--- src/hw/rtl/content_length_frame_deframer_core_defines.svh ---
// assertion macros shared by the deframer rtl
`ifndef CONTENT_LENGTH_FRAME_DEFRAMER_CORE_DEFINES_SVH
`define CONTENT_LENGTH_FRAME_DEFRAMER_CORE_DEFINES_SVH

// same-cycle implication on clk, disabled during reset
`define CLFD_ASSERT_NOW(lbl, ante, cons, msg) \
	lbl: assert property (@(posedge clk) disable iff (!arst_n) (ante) |-> (cons)) else $error(msg);

// next-cycle implication on clk, disabled during reset
`define CLFD_ASSERT_NEXT(lbl, ante, cons, msg) \
	lbl: assert property (@(posedge clk) disable iff (!arst_n) (ante) |=> (cons)) else $error(msg);

`endif

--- src/hw/rtl/clfd_pkg.sv ---
`timescale 1ns / 1ps
package clfd_pkg;

	// length counter width
	localparam int LenBits = 24;
	localparam int AccBits = LenBits + 1;
	localparam int MulBits = LenBits + 5;
	localparam int MaxBits = 24;
	localparam int KeyLen  = 15;

	// result kinds
	localparam logic [1:0] KindBody     = 2'd0;
	localparam logic [1:0] KindEmpty    = 2'd1;
	localparam logic [1:0] KindInvalid  = 2'd2;
	localparam logic [1:0] KindOverflow = 2'd3;

	// header line modes
	localparam logic [1:0] ModeKey    = 2'd0;
	localparam logic [1:0] ModeBlank  = 2'd1;
	localparam logic [1:0] ModeDigits = 2'd2;
	localparam logic [1:0] ModeIgnore = 2'd3;

	// length verdicts
	localparam logic [1:0] VerdNone    = 2'd0;
	localparam logic [1:0] VerdValid   = 2'd1;
	localparam logic [1:0] VerdInvalid = 2'd2;

	localparam logic [7:0] ChCr    = 8'h0D;
	localparam logic [7:0] ChLf    = 8'h0A;
	localparam logic [7:0] ChSpace = 8'h20;
	localparam logic [7:0] ChTab   = 8'h09;
	localparam logic [7:0] ChZero  = 8'h30;
	localparam logic [7:0] ChNine  = 8'h39;
	localparam logic [23:0] TailCrLfCr = 24'h0D0A0D;

	localparam logic [MaxBits-1:0] MaxLenReset = {MaxBits{1'b1}};

	typedef struct packed {
		logic               phase;
		logic [23:0]        recent;
		logic [4:0]         pos;
		logic [1:0]         mode;
		logic [1:0]         verdict;
		logic [AccBits-1:0] acc;
		logic [LenBits-1:0] remaining;
	} state_t;

	typedef struct packed {
		logic       valid;
		logic [1:0] kind;
		logic [7:0] body;
		logic       last;
	} result_t;

	localparam state_t StateStart = '{
		phase:     1'b0,
		recent:    24'd0,
		pos:       5'd0,
		mode:      ModeKey,
		verdict:   VerdNone,
		acc:       '0,
		remaining: '0
	};

	// lower-case key text, one character per index
	function automatic logic [7:0] key_char(input logic [3:0] idx);
		logic [7:0] ch;
		case (idx)
			4'd0:    ch = "c";
			4'd1:    ch = "o";
			4'd2:    ch = "n";
			4'd3:    ch = "t";
			4'd4:    ch = "e";
			4'd5:    ch = "n";
			4'd6:    ch = "t";
			4'd7:    ch = "-";
			4'd8:    ch = "l";
			4'd9:    ch = "e";
			4'd10:   ch = "n";
			4'd11:   ch = "g";
			4'd12:   ch = "t";
			4'd13:   ch = "h";
			4'd14:   ch = ":";
			default: ch = 8'h00;
		endcase
		return ch;
	endfunction

endpackage

--- src/hw/rtl/clfd_stream_if.sv ---
`timescale 1ns / 1ps
interface clfd_in_if;
	logic       valid;
	logic       ready;
	logic [7:0] data_byte;

	modport source (output valid, output data_byte, input ready);
	modport sink (input valid, input data_byte, output ready);
endinterface

interface clfd_out_if;
	logic       valid;
	logic       ready;
	logic [1:0] result_kind;
	logic [7:0] body_byte;
	logic       frame_last;

	modport source (output valid, output result_kind, output body_byte, output frame_last,
		input ready);
	modport sink (input valid, input result_kind, input body_byte, input frame_last,
		output ready);
endinterface

--- src/hw/rtl/clfd_step.sv ---
`timescale 1ns / 1ps
module clfd_step (
	input  clfd_pkg::state_t                 cur,
	input  logic [7:0]                       data_byte,
	input  logic [clfd_pkg::MaxBits-1:0]     max_body_len,
	output clfd_pkg::state_t                 nxt,
	output clfd_pkg::result_t                res
);
	import clfd_pkg::*;

	logic [7:0]         lc;
	logic               is_digit;
	logic [7:0]         digit;
	logic [MulBits-1:0] acc_w;
	logic [MulBits-1:0] acc_v;
	logic [MulBits-1:0] cap;
	logic [LenBits-1:0] rem_dec;
	logic               key_hit;

	always_comb begin
		lc       = (data_byte inside {["A":"Z"]}) ? data_byte + 8'd32 : data_byte;
		is_digit = data_byte inside {[ChZero:ChNine]};
		digit    = data_byte - ChZero;
		acc_w    = MulBits'(cur.acc);
		// times ten as two shifts
		acc_v    = (acc_w << 3) + (acc_w << 1) + MulBits'(digit[3:0]);
		cap      = MulBits'(1) << LenBits;
		rem_dec  = (cur.remaining != '0) ? cur.remaining - LenBits'(1) : '0;
		key_hit  = (cur.pos < 5'(KeyLen)) && (lc == key_char(cur.pos[3:0]));
	end

	always_comb begin
		nxt = cur;
		res = '0;
		if (cur.phase) begin
			// body pass-through
			res.valid = 1'b1;
			res.kind  = KindBody;
			res.body  = data_byte;
			res.last  = (cur.remaining <= LenBits'(1));
			nxt.remaining = rem_dec;
			if (rem_dec == '0) begin
				nxt = StateStart;
			end
		end else if (data_byte == ChLf && cur.recent == TailCrLfCr) begin
			// end of header
			nxt = StateStart;
			if (cur.verdict != VerdValid) begin
				res.valid = 1'b1;
				res.kind  = KindInvalid;
			end else if (cur.acc > AccBits'(max_body_len)) begin
				res.valid = 1'b1;
				res.kind  = KindOverflow;
			end else if (cur.acc == '0) begin
				res.valid = 1'b1;
				res.kind  = KindEmpty;
				res.last  = 1'b1;
			end else begin
				nxt.phase     = 1'b1;
				nxt.remaining = cur.acc[LenBits-1:0];
			end
		end else begin
			nxt.recent = {cur.recent[15:0], data_byte};
			if (data_byte == ChCr || data_byte == ChLf) begin
				if (cur.mode == ModeBlank) begin
					nxt.verdict = VerdInvalid;
				end
				nxt.mode = (nxt.verdict == VerdNone) ? ModeKey : ModeIgnore;
				nxt.pos  = 5'd0;
			end else begin
				case (cur.mode)
					ModeKey: begin
						if (key_hit) begin
							nxt.pos = cur.pos + 5'd1;
							if (cur.pos == 5'(KeyLen - 1)) begin
								nxt.mode = ModeBlank;
							end
						end else begin
							nxt.mode = ModeIgnore;
						end
					end
					ModeBlank: begin
						if (data_byte == ChSpace || data_byte == ChTab) begin
							nxt.mode = ModeBlank;
						end else if (is_digit) begin
							nxt.verdict = VerdValid;
							nxt.acc     = AccBits'(digit[3:0]);
							nxt.mode    = ModeDigits;
						end else begin
							nxt.verdict = VerdInvalid;
							nxt.mode    = ModeIgnore;
						end
					end
					ModeDigits: begin
						if (is_digit) begin
							nxt.acc = (acc_v > cap) ? AccBits'(cap) : AccBits'(acc_v);
						end else begin
							nxt.mode = ModeIgnore;
						end
					end
					default: begin
						nxt.mode = cur.mode;
					end
				endcase
			end
		end
	end

endmodule

--- src/hw/rtl/content_length_frame_deframer_core.sv ---
// content-length deframer: one stream byte in, at most one result beat out
// an accepted byte passes through the input register, then its result beat leaves from the result register
// throughput: one byte per cycle, bounded only by output backpressure
// arst_n clears the pipeline valids and the parser to header scanning;
// max_body_len resets to all ones, payload registers are not reset
`timescale 1ns / 1ps
`include "content_length_frame_deframer_core_defines.svh"
module content_length_frame_deframer_core (
	input  logic                          clk,
	input  logic                          arst_n,
	clfd_in_if.sink                       src,
	clfd_out_if.source                    dst,
	input  logic                          cfg_wr_en,
	input  logic [clfd_pkg::MaxBits-1:0]  cfg_wr_data
);
	import clfd_pkg::*;

	// input register stage
	logic               valid_s1;
	logic [7:0]         byte_s1;

	// parser state and length limit
	state_t             state_q;
	state_t             state_next;
	result_t            step_res;
	logic [MaxBits-1:0] max_len_q;

	// result register
	logic               out_valid_q;
	logic [1:0]         out_kind_q;
	logic [7:0]         out_body_q;
	logic               out_last_q;

	logic               advance;

	// the held byte moves on once the result register has room
	// (a byte that makes no result still needs that room, keeping the control simple)
	assign advance   = valid_s1 && (!out_valid_q || dst.ready);
	assign src.ready = !valid_s1 || advance;

	// limit register; write it only while idle (the user must keep to this, the block itself does not enforce it)
	always_ff @(posedge clk or negedge arst_n) begin
		if (!arst_n) begin
			max_len_q <= MaxLenReset;
		end else if (cfg_wr_en) begin
			max_len_q <= cfg_wr_data;
		end
	end

	// input stage: a new beat lands whenever the stage is empty or draining
	always_ff @(posedge clk or negedge arst_n) begin
		if (!arst_n) begin
			valid_s1 <= 1'b0;
		end else if (src.ready) begin
			valid_s1 <= src.valid;
		end
	end

	always_ff @(posedge clk) begin
		if (src.valid && src.ready) begin
			byte_s1 <= src.data_byte;
		end
	end

	// one byte of parsing per cycle while the held byte advances
	clfd_step u_step (
		.cur          (state_q),
		.data_byte    (byte_s1),
		.max_body_len (max_len_q),
		.nxt          (state_next),
		.res          (step_res)
	);

	always_ff @(posedge clk or negedge arst_n) begin
		if (!arst_n) begin
			state_q <= StateStart;
		end else if (advance) begin
			state_q <= state_next;
		end
	end

	// result register: loads on a producing step, empties when the sink takes it
	always_ff @(posedge clk or negedge arst_n) begin
		if (!arst_n) begin
			out_valid_q <= 1'b0;
		end else if (advance && step_res.valid) begin
			out_valid_q <= 1'b1;
		end else if (dst.ready) begin
			out_valid_q <= 1'b0;
		end
	end

	always_ff @(posedge clk) begin
		if (advance && step_res.valid) begin
			out_kind_q <= step_res.kind;
			out_body_q <= step_res.body;
			out_last_q <= step_res.last;
		end
	end

	assign dst.valid       = out_valid_q;
	assign dst.result_kind = out_kind_q;
	assign dst.body_byte   = out_body_q;
	assign dst.frame_last  = out_last_q;

	// body phase always has bytes left to pass
	`CLFD_ASSERT_NOW(a_body_remaining, state_q.phase, state_q.remaining != '0, "body phase with zero remaining")
	// non-body results carry a zero byte
	`CLFD_ASSERT_NOW(a_zero_byte, out_valid_q && out_kind_q != KindBody, out_body_q == 8'd0, "non-body result with nonzero byte")
	// error results never close a frame, empty frames always do
	`CLFD_ASSERT_NOW(a_err_last, out_valid_q && (out_kind_q == KindInvalid || out_kind_q == KindOverflow), !out_last_q, "error result marked last")
	`CLFD_ASSERT_NOW(a_empty_last, out_valid_q && out_kind_q == KindEmpty, out_last_q, "empty frame without last")
	// a stalled result beat stays in the register
	`CLFD_ASSERT_NEXT(a_out_hold, out_valid_q && !dst.ready, out_valid_q && $stable(out_kind_q), "stalled result lost")

endmodule

--- src/flat_wrapper.sv ---
// flat-port wrapper written by rule: the top's interface ports become plain ports
module content_length_frame_deframer_core_flat import clfd_pkg::*;
  (clk, arst_n, cfg_wr_en, cfg_wr_data, src_valid, src_data_byte, src_ready, dst_valid, dst_result_kind, dst_body_byte, dst_frame_last, dst_ready);
  clfd_in_if src_i ();
  clfd_out_if dst_i ();
  input  logic clk;
  input  logic arst_n;
  input  logic cfg_wr_en;
  input  logic [clfd_pkg::MaxBits-1:0] cfg_wr_data;
  input wire logic [$bits(src_i.valid)-1:0] src_valid;
  input wire logic [$bits(src_i.data_byte)-1:0] src_data_byte;
  output wire logic [$bits(src_i.ready)-1:0] src_ready;
  output wire logic [$bits(dst_i.valid)-1:0] dst_valid;
  output wire logic [$bits(dst_i.result_kind)-1:0] dst_result_kind;
  output wire logic [$bits(dst_i.body_byte)-1:0] dst_body_byte;
  output wire logic [$bits(dst_i.frame_last)-1:0] dst_frame_last;
  input wire logic [$bits(dst_i.ready)-1:0] dst_ready;
  assign src_i.valid = src_valid;
  assign src_i.data_byte = src_data_byte;
  assign src_ready = src_i.ready;
  assign dst_valid = dst_i.valid;
  assign dst_result_kind = dst_i.result_kind;
  assign dst_body_byte = dst_i.body_byte;
  assign dst_frame_last = dst_i.frame_last;
  assign dst_i.ready = dst_ready;
  content_length_frame_deframer_core u_core (.clk(clk), .arst_n(arst_n), .src(src_i), .dst(dst_i), .cfg_wr_en(cfg_wr_en), .cfg_wr_data(cfg_wr_data));
endmodule
--- config.mk ---
export PLATFORM = sky130hd
export DESIGN_NAME = content_length_frame_deframer_core_flat
export DESIGN_NICKNAME = d
export VERILOG_FILES = /design/src/hw/rtl/clfd_pkg.sv /design/src/hw/rtl/clfd_stream_if.sv /design/src/hw/rtl/clfd_step.sv /design/src/hw/rtl/content_length_frame_deframer_core.sv /design/src/flat_wrapper.sv
export VERILOG_INCLUDE_DIRS = /design/src /design/src/hw/rtl
export SDC_FILE = /design/constraint.sdc
export NUM_CORES = 1
export LEC_CHECK = 0
export BUFFER_PORTS_ARGS = -buffer_cell sky130_fd_sc_hd__clkbuf_2
export CAP_MARGIN = 40
export CORE_ASPECT_RATIO = 0.6
export CORE_MARGIN = 3
export CORE_UTILIZATION = 35
export CTS_CLUSTER_SIZE = 16
export DETAILED_ROUTE_END_ITERATION = 7
export PLACE_DENSITY = 0.52
export SLEW_MARGIN = 30
export SYNTH_ARGS = -nofsm -noshare
export SYNTH_HDL_FRONTEND = slang
export SYNTH_SLANG_ARGS = --single-unit
--- constraint.sdc ---
create_clock -name clk -period 4.3 [get_ports clk]
set_input_delay 0 -clock clk [delete_from_list [all_inputs] [get_ports clk]]
set_output_delay 0 -clock clk [all_outputs]
set_load 0.03 [all_outputs]
# == Word-level counts from Yosys, hierarchy flattened ==
# Memory sizes are Yosys's and may differ from the RTL's.
# Cells that the tools add are included.
# op_classes
addsub,6
order_cmp,8
n_eq_ne,18
n_mux,46
bitwise,1
reduce_logical,33
# op_table
operator,count
83-bit 2-to-1 mux,2
24-bit 2-to-1 mux,5
25-bit 2-to-1 mux,4
58-bit 2-to-1 mux,1
25-bit case mux with 2 select lines,1
28-bit by 26-bit adder with 29-bit output,1
29-bit by 4-bit adder with 29-bit output,1
"29-bit by 25-bit > comparator with 1-bit output, second input constant",1
27-bit 2-to-1 mux,1
25-bit by 24-bit > comparator with 1-bit output,1
25-bit zero test,1
"24-bit by 20-bit equality test with 1-bit output, second input constant",1
"8-bit by 4-bit equality test with 1-bit output, second input constant",3
"24-bit by 1-bit less-or-equal comparator with 1-bit output, second input constant",1
24-bit zero test,1
24-bit nonzero test,1
"24-bit by 1-bit subtractor with 24-bit output, second input constant",1
2-bit 2-to-1 mux,10
3-bit 2-to-1 mux,6
"4-bit by 3-bit inequality test with 1-bit output, second input constant",4
4-bit nonzero test,4
1-bit 2-to-1 mux,11
5-bit 2-to-1 mux,2
9-bit 2-to-1 mux,1
other kinds (33),47
# word_totals
regBits,128
mem_bits_ro,112
output_inout_bits,13
memories,1
# memory_table
memory,depth,word_bits,rd,rd_clocked_by_memory_dff,write_ports,line,source
(name not given),16,7,1,0,0,clfd_pkg.sv:68,case (idx)

# == Depth between registers and ports, before layout ==
# logic_depth
ltp_word,10
depth_mapped,14

# == Hierarchy ==
# From an unflattened synthesis, not the netlist that was laid out.
# hier_totals
hier_cells,1064
area_unflattened_um2,10606.4
# by_module_without_submodules
module,instances,cells_each,area_each_um2,seq_area_each_um2
clfd_step,1,808,5570.3,0.0
content_length_frame_deframer_core,1,256,5036.1,3328.2

# == Worst setup path after synthesis ==
# Ideal clock, no wire load.
# synth_timing
path_type,register -> register
from,reg u_core.state_q[24] in the netlist's numbering
to,reg u_core.state_q[39] in the netlist's numbering
setup_ns,0.067
t_arrival_ns,3.634
path_slack_ns,0.599
path_stages_with_launch,14
period_less_slack_ns,3.701
cell_sequence,dfrtp_1 -> fa_1 -> inv_1 -> fa_1 -> xnor2_1 -> nor4_1 -> o21ai_0 -> a211o_1 -> or4_1 -> nor4_1 -> nand4b_1 -> o21ai_2 -> buf_2 -> a32o_1
# synth_between
elab_chain_cells,9
# synth_lines
element,line,source
"start, declared",content_length_frame_deframer_core.sv:23,state_t state_q;
"start signal, assigned",content_length_frame_deframer_core.sv:76,state_q <= StateStart;
"start signal, assigned",content_length_frame_deframer_core.sv:78,state_q <= state_next;
28-bit by 26-bit adder with 29-bit output (*),clfd_step.sv:26,acc_v = (acc_w << 3) + (acc_w << 1) + MulBits'(digit[3:0]);
29-bit by 4-bit adder with 29-bit output (*),clfd_step.sv:26,
29-bit by 25-bit > comparator with 1-bit output,clfd_step.sv:96,nxt.acc = (acc_v > cap) ? AccBits'(cap) : AccBits'(acc_v);
25-bit 2-to-1 mux (*),clfd_step.sv:96,
25-bit 2-to-1 mux (*),clfd_step.sv:95,if (is_digit) begin
25-bit case mux with 2 select lines (*),clfd_step.sv:71,case (cur.mode)
25-bit 2-to-1 mux (*),clfd_step.sv:64,if (data_byte == ChCr || data_byte == ChLf) begin
58-bit 2-to-1 mux (*),clfd_step.sv:45,end else if (data_byte == ChLf && cur.recent == TailCrLfCr) begin
83-bit 2-to-1 mux (*),clfd_step.sv:35,if (cur.phase) begin
# Every way passes the cells marked *; elsewhere a longest branch is shown, timed or not. The select of a mux whose other input is x is not followed.
# A chain may end at the register's enable or synchronous reset.

# == Worst setup path after layout ==
# Ends and elaborated chain as after synthesis.

==> flow_summary.toml <==
[floorplan]
die-area_um2 = 29100
design.portCount = 50
dieWidth_um = 218
die_h_um = 133
initial_core_util_pct = 36.5
core_um2 = 25900
num_rows = 45

[routing]
vias = 8775
drt_iter0_markers = 964
detail-route-antenna-nets = 0
dr.pass1.iters = 6
drc = 0
wl_um = 31200
vias_per_cell = 5.71
wire_per_inst_um = 20.3

[timing]
setup_viol = 0
worstMarginPinSlew_ps = 826
rsz0062_at_grt = "no"
slew_headroom_pct = 44.8
hold_violations = 0
setup_tns_ps = 0
worst_slack_ps = 285
period_share_pct = 93.4
finalClockSkew_ps = 14.1
clock.fmax_ghz = 0.249
drv_slew = 0
period_minus_slack_ps = 4010

[clocking]
clock_sinks = 128
cts_buffers = 17
clkSlewWorstSetupHoldPaths_ps = 60
cts_max_level = 4
cts-root-buf = "clkbuf_16"
clk_latency_ps = 420
ctsResizeCount = 0
hold_buffers = 36
post-cts-setup-buffers = 0
clockBufferDepth = 2
tritoncts = "yes"

[setup_path]
slowest_delay_ps = 570
critPathKind = "reg -> reg"
cp_max_fo = 15
worstSetupStartpointType = "flip-flop"
end_kind = "flip-flop"
crit_path_top_delay_cell = "fa_1"
path_cells = "fa_1 -> inv_1 -> fa_1 -> nor2b_1 -> o31a_1 -> nor2_1 -> xnor2_1 -> or4_1 -> nor4_1 -> nand4b_1 -> o21ai_2 -> buf_12 -> a32o_1"
arrival_ps = 4370
critPathMostFrequentCell = "fa_1"
crit_required_ps = 4650

[grt]
grt_pass1_wl_um = 48600
grt_pass1_vias = 8009
antenna_found_initial = 0
grt_util_all_layers_pct = 21.7
overflow = 0
grt_max_degree = 53

[finish]
drive_gt1_share_pct = 14.2
diodes = 0
syn_to_final_growth_pct = 18.9
nets = 1297
fillers = 2579

[power_and_ir_drop]
pwr-share-seq_pct = 42.4
p_clk_share_pct = 46.4
swShare_pct = 26.0
cellLeakagePower_nw = 5.04
ir_worst_vdd_mv = 0.278
power_density_nw_per_um2 = 284
p_switching_uw = 829
p_int_mw = 2.36
p_comb_share_pct = 11.2

[logic_synthesis]
syn_inst = 1083
synth_cell_type_count = 80
synthesis.nets = 1207
async_flop_share_pct = 85.2
synth_area_per_cell_um2 = 8.72
synth_edf_count = 19
synth_top_area_share_pct = 22.5
synthTopCellsByArea = "dfrtp_1 23%, ha_1 11%, dfstp_2 6.7%"
yosysWarningCount = 0
synth_seq_cells = 128
ys.flop_type = "dfrtp_1"
syn-cell-area_um2 = 9450
yosysSeqAreaShare_pct = 35.2
yosysTopAreaCell = "dfrtp_1"

[placed_design]
pre_cts_slack_ps = 312
numPortBuffers = 49
gp_congestion = 0.962
dp_hpwl_um = 23800

[min_path]
min_path_type = "in -> reg"

[job]
cap_violations = 0

[run_status]
status = "finished clean"
[state kept, by name, indices dropped and copies added (netlist names)]
register and flops:
u_core.dst.frame_last 1, u_core.valid_s1 1, u_core.byte_s1 8, u_core.dst.result_kind 2, u_core.dst.body_byte 8, u_core.state_q 83, u_core.max_len_q 24, u_core.dst.valid 1
[cells in the final DEF, fill, tap and decap left out, types with 5 or more instances in the layout]
master	count
and4_1	5
ha_1	85
nand3_1	46
or3_1	10
inv_1	57
o21ai_0	76
edfxtp_1	19
a21o_1	22
nor2b_1	9
dlygate4sd3_1	36
xnor2_1	19
o211ai_1	10
buf_4	41
nor4_1	21
mux2_2	5
a21oi_1	54
nand4_1	23
nand2b_1	7
nor2_1	67
o31ai_1	15
clkbuf_2	48
o21bai_1	6
a211oi_1	8
o21a_1	18
dfrtp_1	85
nand2_1	129
a221o_1	11
clkbuf_16	18
nor3_1	28
o21ai_1	5
xor2_1	9
a22o_1	5
a32o_1	20
dfstp_2	24
a31oi_1	11
mux2i_1	6
a21boi_0	5
and2_1	12
[area by class of cell]
class / count / area [um2] / area share [%]
inverter: 57 / 214 / 1.91
sequential: 128 / 3330 / 29.6
tap: 352 / 440 / 3.92
clock inverter: 9 / 104 / 0.925
timing repair buffer: 128 / 963 / 8.58
multi-input combinational: 841 / 5690 / 50.7
clock buffer: 23 / 489 / 4.36
[worst max-delay path: cells and delay by family, from the launching register on]
kind            cells  cell delay [ps]
flops               1              400
buf+inv             2              250
fa+ha+maj           2             1020
compound gates      3              730
simple gates        5             1380
xor+xnor            1              150
[path summary, 6_finish.rpt]
kind / from / to / slack [ps] / cells after the start
min in group asynchronous: arst_n / u_core.state_q[10] / 50 / 2
worst min-delay path: cfg_wr_en / u_core.max_len_q[4] / 1 / 3
worst max register to register: u_core.state_q[24] / u_core.state_q[39] / 290 / 13
worst max-delay path: u_core.state_q[24] / u_core.state_q[39] / 290 / 13
worst min register to register: u_core.state_q[77] / u_core.state_q[77] / 470 / 2
max in group asynchronous: arst_n / u_core.state_q[51] / 3180 / 3
[cells in the mapped netlist (all sizes together) (7+ instances only)]
| cell | n |
|---|---|
| a211oi | 8 |
| a21o | 22 |
| a21oi | 54 |
| a221o | 11 |
| a31oi | 11 |
| a32o | 20 |
| and2 | 13 |
| buf | 11 |
| clkbuf | 46 |
| dfrtp | 85 |
| dfstp | 24 |
| edfxtp | 19 |
| ha | 85 |
| inv | 57 |
| nand2 | 130 |
| nand2b | 7 |
| nand3 | 47 |
| nand4 | 24 |
| nor2 | 67 |
| nor2b | 9 |
| nor3 | 28 |
| nor4 | 23 |
| o211ai | 10 |
| o21a | 18 |
| o21ai | 84 |
| o31ai | 15 |
| or3 | 10 |
| xnor2 | 19 |
| xor2 | 9 |
[stage by stage]
stage	hold WS (ps)	area, um2	total power, mW	std cells	util [%]
2_1_floorplan	-296	9450	1.57	1083	-
3_3_place_gp	-38.4	10200	1.69	1468	39.5
3_5_place_dp	-36.7	10200	1.70	1468	39.5
4_1_cts	54.8	11200	3.21	1536	43.2
5_1_grt	19.9	11200	3.32	1538	43.3
6_report	1.24	11200	3.19	1538	43.3
[power by group through the flow]
stage	combinational (mW)	clock, mW	sequential [mW]
6_report	0.356	1.48	1.35
5_1_grt	0.400	1.55	1.36
4_1_cts	0.352	1.51	1.35
3_5_place_dp	0.325	0	1.37
3_3_place_gp	0.320	0	1.37
2_1_floorplan	0.201	0	1.37
[metal layers]
layer	wire, um	part of all wire (%)	vias up	GRT usage, %
li1	-	-	4210	-
met3	2560	8.2	12	5.81
met4	161	0.52	0	2.93
met2	11300	36	300	26.5
met5	0	0	-	0
met1	17100	55	4253	36.8
[cells by family after synthesis]
group	after synthesis	synth area share [%]
flops	128	35.2
fa+ha+maj	89	11.9
buf+inv	114	4.70
simple gates	399	21.4
compound gates	313	22.8
mux	12	1.35
xor+xnor	28	2.60
(Power assumes the default switching activity.)
